## config.mk

```make
export PLATFORM = sky130hd
export DESIGN_NAME = hbd_fifo
export DESIGN_NICKNAME = d
export VERILOG_FILES = /design/src/sv/hbd_pkg.sv /design/src/sv/hbd_fifo.sv
export VERILOG_INCLUDE_DIRS = /design/src /design/src/sv
export SDC_FILE = /design/constraint.sdc
export NUM_CORES = 1
export LEC_CHECK = 0
export BUFFER_PORTS_ARGS = -buffer_cell sky130_fd_sc_hd__clkbuf_2
export CAP_MARGIN = 20
export CORE_UTILIZATION = 35
export DETAILED_ROUTE_END_ITERATION = 8
export PLACE_DENSITY = 0.67
export SLEW_MARGIN = 20
export SYNTH_ARGS = -nofsm -noshare
export SYNTH_HDL_FRONTEND = slang
export SYNTH_SLANG_ARGS = --single-unit
```

## constraint.sdc

```tcl
create_clock -name clk_i -period 8.2 [get_ports clk_i]
set_clock_uncertainty 0.2 [all_clocks]
set_input_delay 0.82 -clock clk_i [delete_from_list [all_inputs] [get_ports clk_i]]
set_output_delay 0.82 -clock clk_i [all_outputs]
set_load 0.02 [all_outputs]
```

## src/sv/assert_macros.svh

```systemverilog
// Assertion macros shared by the Huffman bit decoder RTL.
// Expects clk_i and rst_ni in the scope of every use.
`ifndef ASSERT_MACROS_SVH
`define ASSERT_MACROS_SVH

// Property checked on every clock edge outside reset
`define HBD_ASSERT(name, prop, msg) \
  name: assert property (@(posedge clk_i) disable iff (!rst_ni) prop) \
    else $error(msg);

// Condition that must never be true outside reset
`define HBD_ASSERT_NEVER(name, cond, msg) \
  name: assert property (@(posedge clk_i) disable iff (!rst_ni) !(cond)) \
    else $error(msg);

`endif

```

## src/sv/hbd_pkg.sv

```systemverilog
// Shared types and constants of the Huffman tree bit decoder.
// No dependencies; imported by every module of the block.
package hbd_pkg;

  // Default parameter values
  localparam int NODE_COUNT_DEF  = 512;
  localparam int SYMBOL_BITS_DEF = 8;

  // Field widths
  localparam int IDX_W      = 9;
  localparam int SYM_W      = 8;
  localparam int DATA_W     = 8;
  localparam int CNT_W      = 24;
  localparam int QUAL_W     = 4;
  localparam int PIX_W      = 8;
  localparam int CFG_IDX_W  = 8;
  localparam int CFG_DATA_W = 24;
  localparam int RUN_W      = 4;

  // Arithmetic constants
  localparam int BYTE_BITS = 8;
  localparam int MULT_BASE = 11;

  // Command queue depth (power of two)
  localparam int QUEUE_DEPTH = 2;

  // Input op codes
  localparam logic OP_NODE = 1'b0;
  localparam logic OP_BYTE = 1'b1;

  // Result status codes
  localparam logic STATUS_SYMBOL    = 1'b0;
  localparam logic STATUS_EXHAUSTED = 1'b1;

  // Configuration register indexes
  localparam logic [CFG_IDX_W-1:0] CFG_QUALITY = 8'd0;
  localparam logic [CFG_IDX_W-1:0] CFG_TOTAL   = 8'd1;

  typedef enum logic {
    CMD_NODE,
    CMD_BYTE
  } cmd_kind_e;

  typedef struct packed {
    logic              op;
    logic [IDX_W-1:0]  node_index;
    logic              node_is_leaf;
    logic [SYM_W-1:0]  node_symbol;
    logic [IDX_W-1:0]  left_child;
    logic [IDX_W-1:0]  right_child;
    logic [DATA_W-1:0] data_byte;
    logic              final_byte;
  } in_t;

  typedef struct packed {
    logic [PIX_W-1:0] pixel_value;
    logic             status;
    logic             last_of_run;
  } res_t;

  typedef struct packed {
    cmd_kind_e         kind;
    logic [IDX_W-1:0]  node_index;
    logic              node_is_leaf;
    logic [SYM_W-1:0]  node_symbol;
    logic [IDX_W-1:0]  left_child;
    logic [IDX_W-1:0]  right_child;
    logic [DATA_W-1:0] data_byte;
    logic              final_byte;
  } cmd_t;

  typedef struct packed {
    logic [QUAL_W-1:0] quality_level;
    logic [CNT_W-1:0]  symbol_total;
  } cfg_t;

endpackage

```

## src/sv/hbd_fifo.sv

```systemverilog
// Short command queue between the front end and the tree walker.
// Depends on hbd_pkg for cmd_t and QUEUE_DEPTH.
`include "assert_macros.svh"
module hbd_fifo import hbd_pkg::*; (
  input  logic clk_i,
  input  logic rst_ni,
  input  logic push_i,
  input  cmd_t cmd_i,
  input  logic pop_i,
  output cmd_t cmd_o,
  output logic empty_o,
  output logic full_o
);

  localparam int PTR_W = (QUEUE_DEPTH > 1) ? $clog2(QUEUE_DEPTH) : 1;
  localparam int CNT_QW = $clog2(QUEUE_DEPTH + 1);
  localparam logic [CNT_QW-1:0] FULL_CNT = CNT_QW'(QUEUE_DEPTH);

  cmd_t              slot_q [QUEUE_DEPTH];
  logic [PTR_W-1:0]  wr_ptr_q, wr_ptr_d, rd_ptr_q, rd_ptr_d;
  logic [CNT_QW-1:0] count_q, count_d;
  logic              do_push, do_pop;

  assign empty_o = (count_q == '0);
  assign full_o  = (count_q == FULL_CNT);
  assign cmd_o   = slot_q[rd_ptr_q];

  // Pointer and fill count update
  always_comb begin
    do_push  = push_i && !full_o;
    do_pop   = pop_i && !empty_o;
    wr_ptr_d = do_push ? wr_ptr_q + PTR_W'(1) : wr_ptr_q;
    rd_ptr_d = do_pop ? rd_ptr_q + PTR_W'(1) : rd_ptr_q;
    count_d  = count_q;
    if (do_push && !do_pop) begin
      count_d = count_q + CNT_QW'(1);
    end else if (do_pop && !do_push) begin
      count_d = count_q - CNT_QW'(1);
    end
  end

  always_ff @(posedge clk_i or negedge rst_ni) begin
    if (!rst_ni) begin
      wr_ptr_q <= '0;
      rd_ptr_q <= '0;
      count_q  <= '0;
    end else begin
      wr_ptr_q <= wr_ptr_d;
      rd_ptr_q <= rd_ptr_d;
      count_q  <= count_d;
    end
  end

  // Payload slots
  always_ff @(posedge clk_i) begin
    if (do_push) begin
      slot_q[wr_ptr_q] <= cmd_i;
    end
  end

  `HBD_ASSERT_NEVER(a_no_overflow, push_i && full_o, "command pushed into full queue")

endmodule

```

==> results of run 1 <==
-- sequential cells by signal, summed over array words and instances (netlist names) --
signal    count
slot_q       92
count_q       2
rd_ptr_q      1
wr_ptr_q      1
-- synthesized netlist by cell type (all sizes together) (2+ instances only) --
library cell / instances
xnor2: 3
inv: 2
buf: 5
xor2: 2
nor2: 3
dfrtp: 4
edfxtp: 92
mux2: 46
-- final cells by class --
cell class	count	share of cell area [%]
Sequential cell	96	64.1
Timing Repair Buffer	99	11.2
Clock inverter	6	1.51
Tap cell	133	3.73
Multi-Input combinational cell	59	16.4
Inverter	2	0.168
Clock buffer	10	2.86
-- worst max-delay path: cells and delay by family (launching register included) --
family | cells | cell delay (ns)
buffers and inverters | 2 | 0.79
DFF | 1 | 0.35
muxes | 1 | 0.42
-- power by group --
group / leakage (nW) / internal (mW) / switching, mW
Clock: 0.0933 / 0.143 / 0.160
Combinational: 0.778 / 0.251 / 0.342
Sequential: 0.900 / 0.672 / 0.0307
Total: 1.77 / 1.07 / 0.533
-- stage by stage --
| stage | cells | area (um^2) | setup slack (ns) | total power [mW] | hold slack (ns) |
|---|---|---|---|---|---|
| 6_report | 405 | 4470 | 5.27 | 1.60 | 0.0550 |
| 2_1_floorplan | 162 | 3640 | 4.71 | 1.16 | 0.261 |
| 3_3_place_gp | 389 | 4270 | 5.56 | 1.31 | 0.295 |
| 4_1_cts | 405 | 4470 | 5.20 | 1.63 | 0.0395 |
| 5_1_grt | 405 | 4470 | 5.15 | 1.68 | 0.0261 |
| 3_5_place_dp | 389 | 4270 | 5.54 | 1.32 | 0.314 |
-- routing by layer --
metal / wire, um / up-vias / global-route usage, % / share of wire [%]
met5: 0 / - / 0 / 0
met4: 71 / 0 / 4.90 / 1.2
met3: 412 / 7 / 4.70 / 7.2
met2: 2910 / 66 / 18.9 / 51
met1: 2290 / 843 / 11.3 / 40
li1: - / 837 / - / -
-- path summary, 6_finish.rpt --
check                                start             to  slack [ns]  cells past startpoint
worst min register to register  count_q[1]     count_q[1]        0.32                      1
min in group clk_i              count_q[1]     count_q[1]        0.32                      1
max in group asynchronous           rst_ni       rd_ptr_q        7.60                      1
worst max register to register  count_q[0]  slot_q[0][25]        5.90                      4
worst max-delay path              rd_ptr_q      cmd_o[28]        5.27                      3
worst min-delay path                rst_ni     count_q[1]        0.06                      1
-- kinds of logic (layout without fill, tap and decap cells) --
logic type | count (synthesis) | in the layout
fa+ha+maj | 1 | 1
xor+xnor | 5 | 5
flops | 96 | 96
compound gates | 1 | 1
mux | 46 | 46
buf+inv | 7 | 117
simple gates | 6 | 6
==> metrics.cfg, run 1 <==
[run_status]
status = completed

[drt]
remaining_drc_errors = 0
drt-vias-per-instance = 4.33
vias = 1753
ant_nets = 0
dr.pass1.iters = 4
wirelength_mm = 5.68
avgRoutedWirePerCell_um = 14.0
drt_iter0_drc = 30

[setup_path]
cp-start-kind = register
cp_slowest_cell = buf_4
cp-end-kind = primary output
required_ns = 7.18
path_cells = buf_4 > mux2_2 > clkbuf_2
crit_fanout = 47
max_stage_delay_ns = 0.63
critical_path_class = reg -> out
crit_arrival_ns = 1.91

[die]
die_x_um = 104
core_mm2 = 0.00991
rows = 36
initial_core_util_pct = 36.7
pin_count = 98
die_h_um = 104
die_area_mm2 = 0.0108

[pwr]
leakage_nw = 1.77
powerDensity_mw_per_mm2 = 358
ir_drop_mv = 0.131

[timing]
fin_crit_ns = 2.93
max_slew_margin_pct = 47.4
fin_tns_setup_ns = 0
final-hold-violation-count = 0
setup_violations = 0
rsz0062_at_grt = no
tightest_slew_ns = 0.789
post-route-period-util_pct = 35.8
max_freq_ghz = 0.341
slew_violations = 0

[layout]
drive_gt1_share_pct = 59.9
seq_area_mm2 = 0.00286
layout_common_cells = clkbuf_2 (97), edfxtp_1 (92), mux2_4 (30), mux2_2 (16), clkbuf_8 (9)
layout_commonest_cell = clkbuf_2
insertedDiodeCount = 0
fill_cells = 904
final_nets = 318
synthToLayoutAreaGrowth_pct = 22.7
utilization_pct = 45.1
multi_input_area_um2 = 732

[synth]
ys_ff_latch = 96
synth-xor-area-share_pct = 1.20
async_reset_ff_share_pct = 4.17
ys_types = 15
synth_area_mm2 = 0.00364
ys_seq_area_share_pct = 78.7
synth_fa_ha_area_share_pct = 0.344
synth-simple-area-share_pct = 0.756
synth_top_family_by_area = multiplexers
syn_nets = 213
synth_mux_area_share_pct = 17.3
ys_warn_count = 0
synth_top_cell_area_share_pct = 75.9
ys_top_cells_by_area = edfxtp_1 (76%), mux2_4 (12%), mux2_2 (5.0%)
yosys.area.top_type = edfxtp_1
synth_cells = 162
synth-compound-area-share_pct = 0.138
synth_edf_count = 92
synth_ff_type = edfxtp_1
syn_area_per_cell_um2 = 22.5

[grt]
overflow = 0
grt_pass1_vias = 1771
grt_pass1_wl_mm = 8.65
grtUsageTotal_pct = 10.8
grt_max_degree = 48
antenna_found_initial = 0

[min_path]
hp-class = in -> async

[clocking]
cts_max_path_buffers = 2
cts.hold.buffers_added = 0
htreeDepth = 3
clk_latency_ns = 0.35
post_cts_buffers = 0
clock_sinks = 96
clk_pin_slew_ns = 0.09
ctsResizeCount = 0
cts_tree = yes
cts_root_buf = clkbuf_8
numCtsBuffers = 9

[place]
port_buffers = 97
hpwl_mm = 3.49
globalplace.congestion = 0.664

[run]
maxCapViolCount = 0

(Power assumes the default switching activity.)
==> run 2: changes to the inputs <==
==> constraint.sdc (replaced) <==
create_clock -name clk_i -period 2.9 [get_ports clk_i]
set_clock_uncertainty 0.2 [all_clocks]
set_input_delay 0.29 -clock clk_i [delete_from_list [all_inputs] [get_ports clk_i]]
set_output_delay 0.29 -clock clk_i [all_outputs]
set_load 0.02 [all_outputs]
==> metrics.cfg, run 2 (synthesized netlist as in run 1, its figures left out) <==
[drt]
vias = 1945  ; +11%
drt-vias-per-instance = 4.27  ; -1.2%
avgRoutedWirePerCell_um = 13.4  ; -4.3%
ant_nets = 0  ; unchanged
dr.pass1.iters = 4  ; unchanged
drt_iter0_drc = 62  ; +110%
remaining_drc_errors = 0  ; unchanged
wirelength_mm = 6.11  ; +7.5%

[setup_path]
crit_fanout = 28  ; -40%
critical_path_class = reg -> out
crit_arrival_ns = 1.69  ; -0.22 ns
cp-start-kind = register
required_ns = 2.41  ; -4.77 ns
reg2reg_slack_ns = 1.04  ; -4.86 ns
cp-end-kind = primary output

[clocking]
clk_pin_slew_ns = 0.08  ; about the same
clk_latency_ns = 0.35  ; about the same
htreeDepth = 3  ; unchanged
clock_sinks = 96  ; unchanged
post_cts_buffers = 0  ; unchanged
cts_max_path_buffers = 2  ; unchanged
cts_root_buf = clkbuf_8
numCtsBuffers = 9  ; unchanged
cts_tree = yes
ctsResizeCount = 0  ; unchanged

[timing]
max_slew_margin_pct = 68.8  ; +21 points
setup_violations = 0  ; unchanged
max_freq_ghz = 0.458
fin_tns_setup_ns = 0  ; unchanged
final-hold-violation-count = 0  ; unchanged
post-route-period-util_pct = 75.3
slew_violations = 0  ; unchanged
rsz0062_at_grt = no
timing.hold.ws_ns = 0.0540  ; -0.00101 ns
tightest_slew_ns = 0.468  ; -0.320 ns
fin_crit_ns = 2.18

[pwr]
combPwrFrac_pct = 38.4  ; +1.3 points
sw_frac_of_total_pct = 33.0  ; -0.34 points
pwr-share-seq_pct = 43.5  ; -0.5 points
ir_drop_mv = 0.503  ; +280%
internal_power_mw = 3.06  ; +190%
powerDensity_mw_per_mm2 = 921  ; +160%
p_switching_mw = 1.51  ; +180%
p_clk_share_pct = 18.1  ; -0.8 points
leakage_nw = 1.98  ; +12%

[layout]
layout_common_cells = clkbuf_2 (97), edfxtp_1 (92), dlygate4sd3_1 (47), mux2_4 (30), mux2_2 (16)
synthToLayoutAreaGrowth_pct = 36.2
final_cells = 455  ; +12%
layout_commonest_cell = clkbuf_2
largest_register_ffs = 92  ; unchanged
final_nets = 368  ; +16%
fill_cells = 854  ; -5.5%
utilization_pct = 50.0  ; +5.0 points
largest_register = slot_q
drive_gt1_share_pct = 51.2  ; -8.7 points
insertedDiodeCount = 0  ; unchanged
top_regs = slot_q x92, count_q x2

[die]
die_h_um = 104  ; unchanged
initial_core_util_pct = 36.7  ; unchanged
core_mm2 = 0.00991  ; unchanged
rows = 36  ; unchanged
die_area_mm2 = 0.0108  ; unchanged
pin_count = 98  ; unchanged
die_x_um = 104  ; unchanged

[run]
maxCapViolCount = 0  ; unchanged

[place]
globalplace.congestion = 0.637  ; -4.0%
dp.cells = 392  ; +0.77%
port_buffers = 97  ; unchanged
hpwl_mm = 3.84  ; +9.9%

[grt]
grtUsageTotal_pct = 12.0  ; +1.2 points
antenna_found_initial = 0  ; unchanged
grt_max_degree = 30  ; -38%
grt_pass1_vias = 2008  ; +13%
overflow = 0  ; unchanged
grt_pass1_wl_mm = 9.78  ; +13%

[min_path]
hp-class = in -> reg

[run_status]
status = completed

[run 2: layer usage]
layer	GRT usage [%]	routed length [um]	vias to the layer above
met4	6.94	115	0
li1	-	-	938
met1	13.7	2580	938
met2	20.5	3130	59
met5	0	0	-
met3	2.94	281	10
[run 2: layout make-up]
type | count | area, um^2 | share of cell area [%]
flip-flops and latches | 96 | 2860 | 57.8
repair buffers | 149 | 1010 | 20.3
multi-input cells | 59 | 728 | 14.7
well taps | 133 | 166 | 3.36
clock buffers | 9 | 124 | 2.50
clock inverters | 7 | 62.6 | 1.26
inverters | 2 | 7.51 | 0.151
[run 2: repair_timing]
action                                  4_1_cts  5_1_grt
endpoints found under the hold margin        96        0
hold buffers                                 47        0
endpoints found under the setup margin        0        0
[run 2: worst paths after layout]
check                            from       endpoint  depth (start not counted)
max in group asynchronous      rst_ni       rd_ptr_q                          2
setup reg to reg           count_q[0]  slot_q[1][10]                          3
hold reg to reg            count_q[1]     count_q[1]                          1
setup / recovery             rd_ptr_q      cmd_o[30]                          3
min in group asynchronous      rst_ni     count_q[1]                          2
hold / removal                  pop_i       rd_ptr_q                          3
[run 2: worst max-delay path, cell delays in order (launching register included)]
cell and delay [ns]:
dfrtp_2 0.36, buf_4 0.40, mux2_2 0.40, clkbuf_2 0.16
[run 2: through the flow]
| step | setup WS (ns) | total power [mW] | area (um^2) |
|---|---|---|---|
| 3_5_place_dp | 0.988 | 3.76 | 4300 |
| 5_1_grt | 0.636 | 4.80 | 4960 |
| 6_report | 0.715 | 4.57 | 4960 |
| 3_3_place_gp | 1.03 | 3.73 | 4300 |
| 4_1_cts | 0.686 | 4.63 | 4960 |
| 2_1_floorplan | 0.437 | 3.29 | 3640 |
[run 2: power groups by stage]
stage          clock network [mW]  registers, mW  logic [mW]
5_1_grt                     0.909           2.02        1.87
3_3_place_gp                    0           2.01        1.73
6_report                    0.828           1.99        1.75
3_5_place_dp                    0           2.02        1.74
2_1_floorplan                   0           2.01        1.28
4_1_cts                     0.855           1.99        1.79
==> run 3: changes to the inputs <==
==> constraint.sdc (replaced) <==
create_clock -name clk_i -period 2.1 [get_ports clk_i]
set_clock_uncertainty 0.2 [all_clocks]
set_input_delay 0.21 -clock clk_i [delete_from_list [all_inputs] [get_ports clk_i]]
set_output_delay 0.21 -clock clk_i [all_outputs]
set_load 0.02 [all_outputs]
==> metrics.cfg, run 3 (synthesized netlist as in run 1, its figures left out) <==
[run_status]
status = completed

[layout]
top_regs = slot_q x92, count_q x2
finalInstanceArea_mm2 = 0.00498  ; +0.48%
synthToLayoutAreaGrowth_pct = 36.9
insertedDiodeCount = 0  ; unchanged
largest_register_ffs = 92  ; unchanged
largest_register = slot_q
drive_gt1_share_pct = 50.6  ; -0.62 points
layout_commonest_cell = clkbuf_2
final_nets = 371  ; +0.82%
layout_common_cells = clkbuf_2 (97), edfxtp_1 (92), dlygate4sd3_1 (50), mux2_4 (30), mux2_2 (16)

[setup_path]
reg2reg_slack_ns = 0.31  ; -0.73 ns
cp-start-kind = register
critical_path_class = reg -> out
required_ns = 1.69  ; -0.72 ns
ff2ff_path_depth = 7  ; +4
crit_fanout = 22  ; -21%
cp-end-kind = primary output
crit_arrival_ns = 1.53  ; -0.16 ns

[place]
globalplace.congestion = 0.656  ; +2.9%
hpwl_mm = 3.72  ; -3.1%
port_buffers = 97  ; unchanged
placement.cell_area_mm2 = 0.00431  ; +0.29%

[clocking]
numCtsBuffers = 9  ; unchanged
cts_max_path_buffers = 2  ; unchanged
htreeDepth = 3  ; unchanged
clock_sinks = 96  ; unchanged
cts_tree = yes
clk_pin_slew_ns = 0.10  ; +0.02 ns
cts_root_buf = clkbuf_8
clk_latency_ns = 0.35  ; about the same

[drt]
drt-vias-per-instance = 4.33  ; +1.3%
drt_iter0_drc = 61  ; -1.6%
dr.pass1.iters = 4  ; unchanged
vias = 1978  ; +1.7%
wirelength_mm = 5.99  ; -1.9%
remaining_drc_errors = 0  ; unchanged
avgRoutedWirePerCell_um = 13.1  ; -2.3%
ant_nets = 0  ; unchanged

[die]
pin_count = 98  ; unchanged
rows = 36  ; unchanged
die_h_um = 104  ; unchanged
die_area_mm2 = 0.0108  ; unchanged
die_x_um = 104  ; unchanged
core_mm2 = 0.00991  ; unchanged
initial_core_util_pct = 36.7  ; unchanged

[timing]
post-route-period-util_pct = 92.6
setup_violations = 0  ; unchanged
max_freq_ghz = 0.514
fin_crit_ns = 1.94
fin_tns_setup_ns = 0  ; unchanged
slew_violations = 0  ; unchanged
rsz0062_at_grt = no
tightest_slew_ns = 0.351  ; -0.117 ns
final-hold-violation-count = 0  ; unchanged
max_slew_margin_pct = 76.6  ; +7.8 points

[pwr]
ir_drop_mv = 0.562  ; +12%
powerDensity_mw_per_mm2 = 1250  ; +36%
leakage_nw = 1.99  ; +0.19%

[min_path]
whs_path_depth = 1  ; -2
hp-class = reg -> reg

[grt]
grt_pass1_vias = 2030  ; +1.1%
grt_pass1_wl_mm = 9.60  ; -1.8%
overflow = 0  ; unchanged
grt_max_degree = 47  ; +57%
grtUsageTotal_pct = 11.6  ; -0.37 points
antenna_found_initial = 0  ; unchanged

[run]
maxCapViolCount = 0  ; unchanged

[run 3: per-stage QoR]
stage          instances  power [mW]  utilization, %  setup slack, ns  hold slack (ns)
2_1_floorplan        162        4.54               -            0.131           -0.286
3_3_place_gp         392        5.18            43.5            0.423           -0.174
3_5_place_dp         392        5.23            43.5            0.328           -0.170
4_1_cts              457        6.35            50.2           0.0155            0.317
5_1_grt              457        6.56            50.3           0.0800            0.359
6_report             457        6.24            50.3            0.156            0.318
[run 3: path summary, 6_finish.rpt]
kind / start / endpoint
max: rd_ptr_q / cmd_o[22]
min: count_q[1] / count_q[1]
max reg2reg: count_q[0] / count_q[1]
max in group asynchronous: rst_ni / rd_ptr_q
min in group asynchronous: rst_ni / count_q[1]
min reg2reg: count_q[1] / count_q[1]
[run 3: worst max-delay path, stage by stage, from the launching register on]
cell and delay (ns):
dfrtp_2 0.40, buf_6 0.26, mux2_2 0.37, clkbuf_2 0.16
[run 3: report_power, final]
part | internal, mW | switching [mW]
clock network | 0.429 | 0.593
logic | 1.10 | 1.36
registers | 2.62 | 0.131
[run 3: timing repair]
action / 4_1_cts / 5_1_grt
hold buffers: 50 / 0
endpoints found under the hold margin: 98 / 0
setup endpoints to repair: 0 / 7
resized for setup: 0 / 1
setup buffers: 0 / 0
[run 3: layout make-up]
class	instances	area [um^2]
Clock inverter	4	32.5
Sequential cell	96	2860
Tap cell	133	166
Clock buffer	11	131
Timing Repair Buffer	152	1050
Fill cell	835	4930
Inverter	2	7.51
Multi-Input combinational cell	59	728
[run 3: metal layers]
metal	track usage (%)	up-vias	wire [um]
met5	0	-	0
met4	5.82	0	91
met3	3.45	10	318
met2	20.4	62	3080
met1	12.8	964	2500
li1	-	942	-
