## config.mk

```make
export PLATFORM = sky130hd
export DESIGN_NAME = hbd_front
export DESIGN_NICKNAME = d
export VERILOG_FILES = /design/src/sv/assert_macros.svh /design/src/sv/hbd_pkg.sv /design/src/sv/hbd_front.sv
export SDC_FILE = /design/constraint.sdc
export NUM_CORES = 1
export LEC_CHECK = 0
export ABC_AREA = 1
export BUFFER_PORTS_ARGS = -buffer_cell sky130_fd_sc_hd__buf_2
export CELL_PAD_IN_SITES_DETAIL_PLACEMENT = 1
export CELL_PAD_IN_SITES_GLOBAL_PLACEMENT = 2
export CORE_ASPECT_RATIO = 0.75
export CORE_MARGIN = 2
export CORE_UTILIZATION = 17
export DETAILED_ROUTE_END_ITERATION = 12
export PLACE_DENSITY = 0.79
export SLEW_MARGIN = 20
export SYNTH_ARGS = -nofsm -noshare
export SYNTH_HDL_FRONTEND = slang
export SYNTH_SLANG_ARGS = --single-unit
```

## constraint.sdc

```tcl
create_clock -name clk_i -period 0.8 [get_ports clk_i]
set_input_delay 0.16 -clock clk_i [delete_from_list [all_inputs] [get_ports clk_i]]
set_output_delay 0.16 -clock clk_i [all_outputs]
set_load 0.02 [all_outputs]
```

## src/sv/assert_macros.svh

```systemverilog
// Assertion macros shared by the Huffman bit decoder RTL.
// Expects clk_i and rst_ni in the scope of every use.
`ifndef ASSERT_MACROS_SVH
`define ASSERT_MACROS_SVH

// Property checked on every clock edge outside reset
`define HBD_ASSERT(name, prop, msg) \
  name: assert property (@(posedge clk_i) disable iff (!rst_ni) prop) \
    else $error(msg);

// Condition that must never be true outside reset
`define HBD_ASSERT_NEVER(name, cond, msg) \
  name: assert property (@(posedge clk_i) disable iff (!rst_ni) !(cond)) \
    else $error(msg);

`endif

```

## src/sv/hbd_pkg.sv

```systemverilog
// Shared types and constants of the Huffman tree bit decoder.
// No dependencies; imported by every module of the block.
package hbd_pkg;

  // Default parameter values
  localparam int NODE_COUNT_DEF  = 512;
  localparam int SYMBOL_BITS_DEF = 8;

  // Field widths
  localparam int IDX_W      = 9;
  localparam int SYM_W      = 8;
  localparam int DATA_W     = 8;
  localparam int CNT_W      = 24;
  localparam int QUAL_W     = 4;
  localparam int PIX_W      = 8;
  localparam int CFG_IDX_W  = 8;
  localparam int CFG_DATA_W = 24;
  localparam int RUN_W      = 4;

  // Arithmetic constants
  localparam int BYTE_BITS = 8;
  localparam int MULT_BASE = 11;

  // Command queue depth (power of two)
  localparam int QUEUE_DEPTH = 2;

  // Input op codes
  localparam logic OP_NODE = 1'b0;
  localparam logic OP_BYTE = 1'b1;

  // Result status codes
  localparam logic STATUS_SYMBOL    = 1'b0;
  localparam logic STATUS_EXHAUSTED = 1'b1;

  // Configuration register indexes
  localparam logic [CFG_IDX_W-1:0] CFG_QUALITY = 8'd0;
  localparam logic [CFG_IDX_W-1:0] CFG_TOTAL   = 8'd1;

  typedef enum logic {
    CMD_NODE,
    CMD_BYTE
  } cmd_kind_e;

  typedef struct packed {
    logic              op;
    logic [IDX_W-1:0]  node_index;
    logic              node_is_leaf;
    logic [SYM_W-1:0]  node_symbol;
    logic [IDX_W-1:0]  left_child;
    logic [IDX_W-1:0]  right_child;
    logic [DATA_W-1:0] data_byte;
    logic              final_byte;
  } in_t;

  typedef struct packed {
    logic [PIX_W-1:0] pixel_value;
    logic             status;
    logic             last_of_run;
  } res_t;

  typedef struct packed {
    cmd_kind_e         kind;
    logic [IDX_W-1:0]  node_index;
    logic              node_is_leaf;
    logic [SYM_W-1:0]  node_symbol;
    logic [IDX_W-1:0]  left_child;
    logic [IDX_W-1:0]  right_child;
    logic [DATA_W-1:0] data_byte;
    logic              final_byte;
  } cmd_t;

  typedef struct packed {
    logic [QUAL_W-1:0] quality_level;
    logic [CNT_W-1:0]  symbol_total;
  } cfg_t;

endpackage

```

## src/sv/hbd_front.sv

```systemverilog
// Front end: accepts commands, drops out-of-range node writes, holds config.
// Depends on hbd_pkg; feeds hbd_fifo and hands config to hbd_back.
module hbd_front import hbd_pkg::*; #(
  parameter int NODE_COUNT = NODE_COUNT_DEF
) (
  input  logic                  clk_i,
  input  logic                  rst_ni,
  input  logic                  start_i,
  output logic                  busy_o,
  input  in_t                   item_i,
  input  logic                  cfg_valid_i,
  output logic                  cfg_ready_o,
  input  logic [CFG_IDX_W-1:0]  cfg_index_i,
  input  logic [CFG_DATA_W-1:0] cfg_data_i,
  input  logic                  q_full_i,
  output logic                  q_push_o,
  output cmd_t                  q_cmd_o,
  output cfg_t                  cfg_o
);

  localparam logic [31:0] NODE_LIM = 32'(NODE_COUNT);

  logic              accept;
  logic              node_ok;
  logic [QUAL_W-1:0] quality_q, quality_d;
  logic [CNT_W-1:0]  total_q, total_d;

  // Command side: accept when queue has room, classify the beat
  always_comb begin
    accept  = start_i && !q_full_i;
    node_ok = (item_i.op == OP_BYTE) || (32'(item_i.node_index) < NODE_LIM);
    q_push_o = accept && node_ok;
    q_cmd_o.kind         = (item_i.op == OP_BYTE) ? CMD_BYTE : CMD_NODE;
    q_cmd_o.node_index   = item_i.node_index;
    q_cmd_o.node_is_leaf = item_i.node_is_leaf;
    q_cmd_o.node_symbol  = item_i.node_symbol;
    q_cmd_o.left_child   = item_i.left_child;
    q_cmd_o.right_child  = item_i.right_child;
    q_cmd_o.data_byte    = item_i.data_byte;
    q_cmd_o.final_byte   = item_i.final_byte;
  end

  assign busy_o      = q_full_i;
  assign cfg_ready_o = 1'b1;

  // Config register writes
  always_comb begin
    quality_d = quality_q;
    total_d   = total_q;
    if (cfg_valid_i) begin
      if (cfg_index_i == CFG_QUALITY) begin
        quality_d = cfg_data_i[QUAL_W-1:0];
      end else if (cfg_index_i == CFG_TOTAL) begin
        total_d = cfg_data_i[CNT_W-1:0];
      end
    end
  end

  always_ff @(posedge clk_i or negedge rst_ni) begin
    if (!rst_ni) begin
      quality_q <= QUAL_W'(1);
      total_q   <= '0;
    end else begin
      quality_q <= quality_d;
      total_q   <= total_d;
    end
  end

  assign cfg_o.quality_level = quality_q;
  assign cfg_o.symbol_total  = total_q;

endmodule

```

==> flow_summary.json, run 1 <==
{
  "gp_congestion": 0.686,
  "post-route-min-period_ns": 1.07,
  "first_pass_iters": 2,
  "worst_setup_path_end_kind": "output port",
  "drive_gt1_frac": 0.545,
  "grt_max_degree": 16,
  "yosys.area.top_type_share": 0.418,
  "fp.dieArea_um2": 10300,
  "critical_path_class": "flop to output port",
  "avgSynthCellArea_um2": 8.64,
  "core_area_um2": 9160,
  "grt_use_total": 0.0834,
  "synth_edf_count": 0,
  "synthesis.nets": 270,
  "cp_max_fo": 2,
  "place_hpwl_um": 3240,
  "slew_viol_final": 0,
  "placed_cell_area_um2": 1820,
  "ys_seq_area_frac": 0.434,
  "yosys_warnings": 0,
  "power.density_nw_per_um2": 1460,
  "die_h_um": 88.5,
  "cp_top_family": "flip-flops",
  "timing_hold_violations_final": 0,
  "synthArstFlopShare": 1.00,
  "yosysMostFrequentCell": "nand2_1",
  "min_from": "cfg_data_i[10]",
  "ys_types": 17,
  "syn_area_um2": 1620,
  "hold_ws_ns": 0.120,
  "ir_worst_vdd_uv": 634,
  "grt_pass1_wl_um": 6610,
  "nets": 315,
  "cts_max_path_buffers": 2,
  "post-route-period-util": 1.34,
  "design_area_um2": 2330,
  "antenna_found_initial": 0,
  "setup_viol": 31,
  "clock_latency_ns": 0.26,
  "vias": 1299,
  "cts_root_buf": "clkbuf_16",
  "rsz0062_at_grt": "yes",
  "synth.largest_area_cell": "dfrtp_1",
  "synthTopCellsByArea": "dfrtp_1 (42%), buf_4 (23%), nand2_1 (13%)",
  "cts.sinks": 28,
  "drtIter0Drc": 52,
  "cpPeakStageDelay_ns": 0.54,
  "viasPerCell": 3.62,
  "fin_tns_setup_ns": -4.39,
  "placementRows": 30,
  "violations": "negative setup slack",
  "route.detailed.drc": 0,
  "start_util": 0.177,
  "min_path_type": "input port to flop",
  "syn_to_final_growth_pct": 44.4,
  "status": "complete, but fails checks",
  "synth_common_cells": "nand2_1 (54), buf_4 (50), nand3_1 (29)",
  "fin_skew_ns": 0,
  "crit_start": "quality_q[0]$_DFFE_PN1P_",
  "synth-seq-cells": 28,
  "fmaxAchievable_mhz": 936,
  "cap_violations": 0,
  "p_leak_nw": 1.23,
  "cp_cell_sequence": "buf_6",
  "setup_slack_ns": -0.268,
  "cp.required_ns": 0.64,
  "ios": 160,
  "reg2reg_from": "total_q[11]$_DFFE_PN0P_",
  "grt_pass1_vias": 1340,
  "numCtsBuffers": 3,
  "worst_setup_path_start_kind": "flop",
  "final_antenna_net_count": 0,
  "dieWidth_um": 117,
  "gr-total-overflow": 0,
  "final_core_util": 0.255,
  "routed_wl_um": 4560,
  "antennaDiodeCount": 0,
  "slowest_stage": "dfstp_2",
  "cts_tree": "built",
  "clkTransAtPathRegs_ns": 0.07,
  "yosys_most_used_dff": "dfrtp_1",
  "cp.arrival_ns": 0.91,
  "syn_inst": 187,
  "htreeDepth": 1,
  "finalPower_mw": 3.42,
  "avgRoutedWirePerCell_um": 12.7,
  "path_buf_inv": 1,
  "io_buffers": 66
}
==> cell type report <==
type	instances	area [um^2]
inverters	7	28.8
repair buffers	94	815
flip-flops and latches	28	702
multi-input cells	98	539
well taps	128	160
fillers	1113	6830
clock buffers	4	88.8
==> worst min-delay path, stage by stage <==
cell	delay (ns)
buf_2	0.08
nand3_1	0.06
nand2_1	0.05
==> final timing paths <==
| check | slack [ns] | cells past startpoint | to |
|---|---|---|---|
| setup reg to reg | 0.04 | 3 | total_q[11]$_DFFE_PN0P_ |
| hold reg to reg | 0.49 | 2 | quality_q[0]$_DFFE_PN1P_ |
| hold / removal | 0.12 | 3 | total_q[10]$_DFFE_PN0P_ |
| min in group asynchronous | 0.39 | 3 | quality_q[2]$_DFFE_PN0P_ |
| max in group asynchronous | 0.17 | 3 | quality_q[0]$_DFFE_PN1P_ |
| setup / recovery | -0.27 | 1 | cfg_o[24] |
==> cell families after synthesis <==
group                  share of synthesized area
AND/OR/NAND/NOR                            0.273
AO/OA/AOI/OAI                             0.0124
buffers and inverters                      0.278
other                                    0.00232
flip-flops                                 0.434
==> registers in the layout (all words and copies together) (netlist names) <==
register and count:
total_q 24, quality_q 4
==> timing repair <==
action	CTS	global route
endpoints found under the hold margin	27	0
pin swaps	0	21
hold buffers	1	0
setup endpoints to repair	28	35
gates cloned	0	1
buffers inserted	9	7
gates resized for setup	56	25
==> power by group <==
part           total, mW  switching, mW  internal [mW]
Combinational      0.632          0.315          0.317
Sequential          1.53         0.0492           1.48
Clock               1.25          0.487          0.767
==> cells in the final DEF, fill, tap and decap left out, types with 4 or more instances in the layout <==
cell type  synthesis  routed
nand2_1           54      52
buf_2              0      34
buf_6              4      31
dfrtp_1           27      27
buf_4             50      22
nand3_1           29      16
nand3_2            0      13
nor2_4             4       4
clkbuf_16          0       4
buf_12             0       4
==> through the flow <==
step                      setup slack, ns  instances
after floorplan                   -0.0548        187
after global placement             -0.234        338
after detailed placement           -0.243        338
after CTS                          -0.282        352
after global routing               -0.306        359
final                              -0.268        359
==> routing by layer <==
| metal | up-vias | part of all wire | GRT usage |
|---|---|---|---|
| met3 | 6 | 0.069 | 0.0281 |
| met4 | 0 | 0.010 | 0.0246 |
| li1 | 625 | - | - |
| met5 | - | 0 | 0 |
| met2 | 46 | 0.48 | 0.138 |
| met1 | 622 | 0.44 | 0.104 |
No activity file was read; power rests on OpenSTA's default activity.
==> run 2: changes to the inputs <==
--- a/config.mk
+++ b/config.mk
@@ -7,13 +7,15 @@
 export LEC_CHECK = 0
 export ABC_AREA = 1
 export BUFFER_PORTS_ARGS = -buffer_cell sky130_fd_sc_hd__buf_2
+export CAP_MARGIN = 20
 export CELL_PAD_IN_SITES_DETAIL_PLACEMENT = 1
 export CELL_PAD_IN_SITES_GLOBAL_PLACEMENT = 2
-export CORE_ASPECT_RATIO = 0.75
+export CORE_ASPECT_RATIO = 1.25
 export CORE_MARGIN = 2
 export CORE_UTILIZATION = 17
 export DETAILED_ROUTE_END_ITERATION = 12
 export PLACE_DENSITY = 0.79
+export SKIP_CTS_REPAIR_TIMING = 1
 export SLEW_MARGIN = 20
 export SYNTH_ARGS = -nofsm -noshare
 export SYNTH_HDL_FRONTEND = slang
==> run 2 against run 1 <==
- the run still ends with negative setup slack left
- sequential power about the same
- utilization down 0.16 points
- design area is 0.48% lower
- sequential share of layout area up 0.20 points
- first-iteration DRC count down 21%
- via count down 0.92%
- worst hold slack improved by 0.0035 ns
- critical path type unchanged
==> flow_summary.json, run 2 (synthesis gave the netlist of run 1 again) <==
{
  "slew_viol_final": 0,
  "fp.dieArea_um2": 10300,
  "cpPeakStageDelay_ns": 0.55,
  "route.detailed.drc": 0,
  "reg.largest.list": "total_q x24, quality_q x4",
  "status": "complete, but fails checks",
  "power.density_nw_per_um2": 1430,
  "cp_max_fo": 2,
  "cts_max_path_buffers": 2,
  "final_common_cell": "nand2_1",
  "cp_top_family": "flip-flops",
  "start_util": 0.176,
  "finalPower_mw": 3.33,
  "gr-total-overflow": 0,
  "cts_tree": "built",
  "met2WireLength_um": 2450,
  "path_buf_inv": 1,
  "ios": 160,
  "cts.sinks": 28,
  "drive_gt1_frac": 0.549,
  "ir_worst_vdd_uv": 522,
  "violations": "negative setup slack",
  "io_buffers": 66,
  "nets": 310,
  "reg2reg_from": "total_q[12]$_DFFE_PN0P_",
  "final_cell_mix": "nand2_1 (47), buf_2 (37), buf_6 (29)",
  "grt_max_degree": 29,
  "slowest_stage": "dfstp_2",
  "min_path_type": "input port to flop",
  "cts_root_buf": "clkbuf_16",
  "m1WireLength_um": 1920,
  "design_area_um2": 2320,
  "critical_path_class": "flop to output port",
  "final_antenna_net_count": 0,
  "clkTransAtPathRegs_ns": 0.07,
  "worst_setup_path_end_kind": "output port",
  "cp_cell_sequence": "buf_6",
  "cp.arrival_ns": 0.92,
  "viasPerCell": 3.69,
  "post-route-min-period_ns": 1.08,
  "wl_met3_um": 222,
  "fmaxAchievable_mhz": 923,
  "antennaDiodeCount": 0,
  "crit_start": "quality_q[0]$_DFFE_PN1P_",
  "largest_reg_flops": 24,
  "worst_setup_path_start_kind": "flop",
  "vias": 1287,
  "antenna_found_initial": 0,
  "routed_wl_um": 4680,
  "p_leak_nw": 1.21,
  "htreeDepth": 1,
  "first_pass_iters": 3,
  "drtIter0Drc": 41,
  "die_h_um": 113,
  "avgRoutedWirePerCell_um": 13.4,
  "grt_use_total": 0.0825,
  "cap_violations": 0,
  "numCtsBuffers": 3,
  "fillCellCount": 1077,
  "top_layer": "met4",
  "rsz0062_at_grt": "yes",
  "placementRows": 39,
  "setup_viol": 42,
  "grt_pass1_vias": 1304,
  "clock_latency_ns": 0.26,
  "setup_slack_ns": -0.283,
  "syn_to_final_growth_pct": 43.7,
  "place_hpwl_um": 3250,
  "gp_congestion": 0.707,
  "timing_hold_violations_final": 0,
  "dieWidth_um": 91.2,
  "placed_cell_area_um2": 1820,
  "fin_skew_ns": 0,
  "core_area_um2": 9170,
  "post-route-period-util": 1.35,
  "largest-register": "total_q",
  "grt_pass1_wl_um": 6730,
  "min_from": "cfg_data_i[8]",
  "cp.required_ns": 0.64
}
-- run 2: cell types whose count changed in the layout (fill, tap and decap cells not counted), sizes merged --
| cell | change |
|---|---|
| buf | -6 |
| clkbuf | +1 |
-- run 2: where the power goes --
group	leakage [nW]	switching [mW]	internal, mW
logic	0.792	0.316	0.306
registers	0.381	0.0555	1.48
clock network	0.0382	0.486	0.683
total	1.21	0.858	2.47
-- run 2: worst paths after layout --
path / slack [ns] / cells after the start / end
worst max-delay path: -0.28 / 1 / cfg_o[24]
worst min-delay path: 0.12 / 3 / total_q[8]$_DFFE_PN0P_
worst max register to register: 0.05 / 3 / total_q[12]$_DFFE_PN0P_
worst min register to register: 0.50 / 2 / quality_q[0]$_DFFE_PN1P_
max in group asynchronous: 0.18 / 3 / quality_q[0]$_DFFE_PN1P_
min in group asynchronous: 0.39 / 3 / quality_q[1]$_DFFE_PN0P_
-- run 2: per-layer routing --
| layer | vias to the layer above | GRT usage |
|---|---|---|
| li1 | 618 | - |
| met1 | 608 | 0.100 |
| met2 | 49 | 0.143 |
| met3 | 12 | 0.0133 |
| met4 | 0 | 0.0384 |
| met5 | - | 0 |
-- run 2: per-stage QoR --
stage / hold slack (ns) / TNS (ns) / instances / util / setup slack (ns)
2_1_floorplan: -0.136 / -1.10 / 187 / - / -0.0548
3_3_place_gp: 0.124 / -5.65 / 331 / 0.199 / -0.211
3_5_place_dp: 0.126 / -6.40 / 331 / 0.199 / -0.267
4_1_cts: -0.162 / -5.14 / 335 / 0.207 / -0.333
5_1_grt: 0.142 / -6.53 / 349 / 0.253 / -0.307
6_report: 0.123 / -4.66 / 349 / 0.253 / -0.283
-- run 2: layout make-up --
cell class,count,area [um^2],share of cell area
Timing Repair Buffer,89,797,0.343
Inverter,7,28.8,0.0124
Sequential cell,28,703,0.303
Tap cell,123,154,0.0663
Clock buffer,4,78.8,0.0339
Multi-Input combinational cell,98,561,0.241
==> run 3: changes to the inputs <==
--- a/config.mk
+++ b/config.mk
@@ -8,13 +8,11 @@
 export ABC_AREA = 1
 export BUFFER_PORTS_ARGS = -buffer_cell sky130_fd_sc_hd__buf_2
 export CAP_MARGIN = 20
-export CELL_PAD_IN_SITES_DETAIL_PLACEMENT = 1
-export CELL_PAD_IN_SITES_GLOBAL_PLACEMENT = 2
-export CORE_ASPECT_RATIO = 1.25
+export CORE_ASPECT_RATIO = 0.5
 export CORE_MARGIN = 2
-export CORE_UTILIZATION = 17
+export CORE_UTILIZATION = 36
 export DETAILED_ROUTE_END_ITERATION = 12
-export PLACE_DENSITY = 0.79
+export PLACE_DENSITY = 0.81
 export SKIP_CTS_REPAIR_TIMING = 1
 export SLEW_MARGIN = 20
 export SYNTH_ARGS = -nofsm -noshare
==> run 3 against run 2 <==
- the flow still finishes with violations (negative setup slack)
- largest cell class is now registers
- critical endpoint unchanged
- first-iteration DRC count grew to 4.3 times the previous value
- largest power group unchanged
- routed wire length decreased by 6.0%
- design area shrank 9.9%
- utilization rose by 23 points
- non-clock buffer count is 3 lower
- global-route usage grew 5.6 points
- critical path type unchanged
- total power decreased by 1.8%
- register-to-register slack got worse by 0.03 ns
==> flow_summary.json, run 3 (synthesis gave the netlist of run 1 again) <==
{
  "worst_setup_path_end_kind": "output port",
  "antennaDiodeCount": 0,
  "nets": 310,
  "layoutNonFillerInstCount": 283,
  "routed_wl_um": 4400,
  "reg.largest.list": "total_q x24, quality_q x4",
  "status": "complete, but fails checks",
  "cp_cell_sequence": "buf_6",
  "viasPerCell": 4.76,
  "drive_gt1_frac": 0.482,
  "finalPower_mw": 3.27,
  "timing_hold_violations_final": 0,
  "vias": 1348,
  "grt_max_degree": 25,
  "avgRoutedWirePerCell_um": 15.5,
  "cap_violations": 0,
  "clock_latency_ns": 0.28,
  "dieWidth_um": 98.8,
  "cts_root_buf": "clkbuf_8",
  "htreeDepth": 1,
  "grt_use_total": 0.139,
  "worst_setup_path_start_kind": "flop",
  "antenna_found_initial": 0,
  "clkTransAtPathRegs_ns": 0.10,
  "drtIter0Drc": 176,
  "io_buffers": 66,
  "syn_to_final_growth_pct": 29.5,
  "slew_viol_final": 0,
  "placementRows": 17,
  "gp_congestion": 0.805,
  "cp_max_fo": 2,
  "first_pass_iters": 4,
  "cp_top_family": "flip-flops",
  "cts_tree": "built",
  "setup_slack_ns": -0.308,
  "dp_slack_ns": -0.298,
  "violations": "negative setup slack",
  "power.density_nw_per_um2": 1560,
  "final_common_cell": "nand2_1",
  "p_leak_nw": 1.16,
  "fin_skew_ns": 0,
  "ios": 160,
  "core_area_um2": 4360,
  "die_h_um": 51.4,
  "grt_pass1_vias": 1170,
  "final_cell_mix": "nand2_1 (52), buf_2 (36), nand3_1 (29), buf_6 (29), dfrtp_1 (27)",
  "fin_tns_setup_ns": -5.32,
  "final_antenna_net_count": 0,
  "post-route-min-period_ns": 1.11,
  "start_util": 0.371,
  "rsz0062_at_grt": "yes",
  "cpPeakStageDelay_ns": 0.55,
  "gr-total-overflow": 0,
  "largest_reg_flops": 24,
  "cp.arrival_ns": 0.95,
  "ir_worst_vdd_uv": 597,
  "setup_viol": 39,
  "place_hpwl_um": 2810,
  "post-route-period-util": 1.38,
  "cts_max_path_buffers": 2,
  "numCtsBuffers": 3,
  "route.detailed.drc": 0,
  "largest-register": "total_q",
  "cts.sinks": 28,
  "min_path_type": "input port to flop",
  "critical_path_class": "flop to output port",
  "grt_pass1_wl_um": 5580,
  "fp.dieArea_um2": 5080,
  "path_buf_inv": 1,
  "cp.required_ns": 0.64,
  "fmaxAchievable_mhz": 903,
  "slowest_stage": "dfstp_2",
  "dp_cells": 261
}
-- run 3: changes by cell type in the layout (fill, tap and decap cells not counted), sizes merged --
cell / before / now
buf: 86 / 85
bufinv: 0 / 1
clkbuf: 6 / 3
nand3: 30 / 33
-- run 3: worst paths after layout --
kind | end | startpoint | slack (ns) | depth (start not counted)
worst max register to register | total_q[1]$_DFFE_PN0P_ | total_q[1]$_DFFE_PN0P_ | 0.02 | 3
max in group asynchronous | total_q[17]$_DFFE_PN0P_ | rst_ni | 0.14 | 3
worst min-delay path | quality_q[0]$_DFFE_PN1P_ | cfg_data_i[0] | 0.1 | 3
worst max-delay path | cfg_o[24] | quality_q[0]$_DFFE_PN1P_ | -0.31 | 1
worst min register to register | total_q[20]$_DFFE_PN0P_ | total_q[20]$_DFFE_PN0P_ | 0.50 | 2
min in group asynchronous | total_q[0]$_DFFE_PN0P_ | rst_ni | 0.28 | 2
-- run 3: through the flow --
stage / hold slack, ns / util / instance area [um^2]
after global routing: 0.108 / 0.480 / 2090
after floorplan: -0.136 / - / 1620
after global placement: 0.0480 / 0.381 / 1660
final: 0.0984 / 0.480 / 2090
after detailed placement: 0.0512 / 0.381 / 1660
after CTS: -0.246 / 0.397 / 1730
-- run 3: cell type report --
| type | count | area, um^2 |
|---|---|---|
| Multi-Input combinational cell | 101 | 528 |
| Sequential cell | 28 | 702 |
| Fill cell | 348 | 2270 |
| Clock inverter | 1 | 30.0 |
| Tap cell | 57 | 71.3 |
| Timing Repair Buffer | 86 | 692 |
| Clock buffer | 3 | 41.3 |
| Inverter | 7 | 28.8 |
-- run 3: layer usage --
| layer | GRT usage | routed length (um) | vias up | part of all wire |
|---|---|---|---|---|
| met5 | 0 | 0 | - | 0 |
| met1 | 0.136 | 1370 | 636 | 0.31 |
| met4 | 0.0434 | 77 | 0 | 0.018 |
| met2 | 0.277 | 2550 | 81 | 0.58 |
| li1 | - | - | 615 | - |
| met3 | 0.0492 | 393 | 16 | 0.089 |
-- run 3: where the power goes --
part / switching, mW / internal (mW) / leakage (nW)
registers: 0.0524 / 1.48 / 0.383
logic: 0.316 / 0.296 / 0.743
clock network: 0.452 / 0.671 / 0.0357
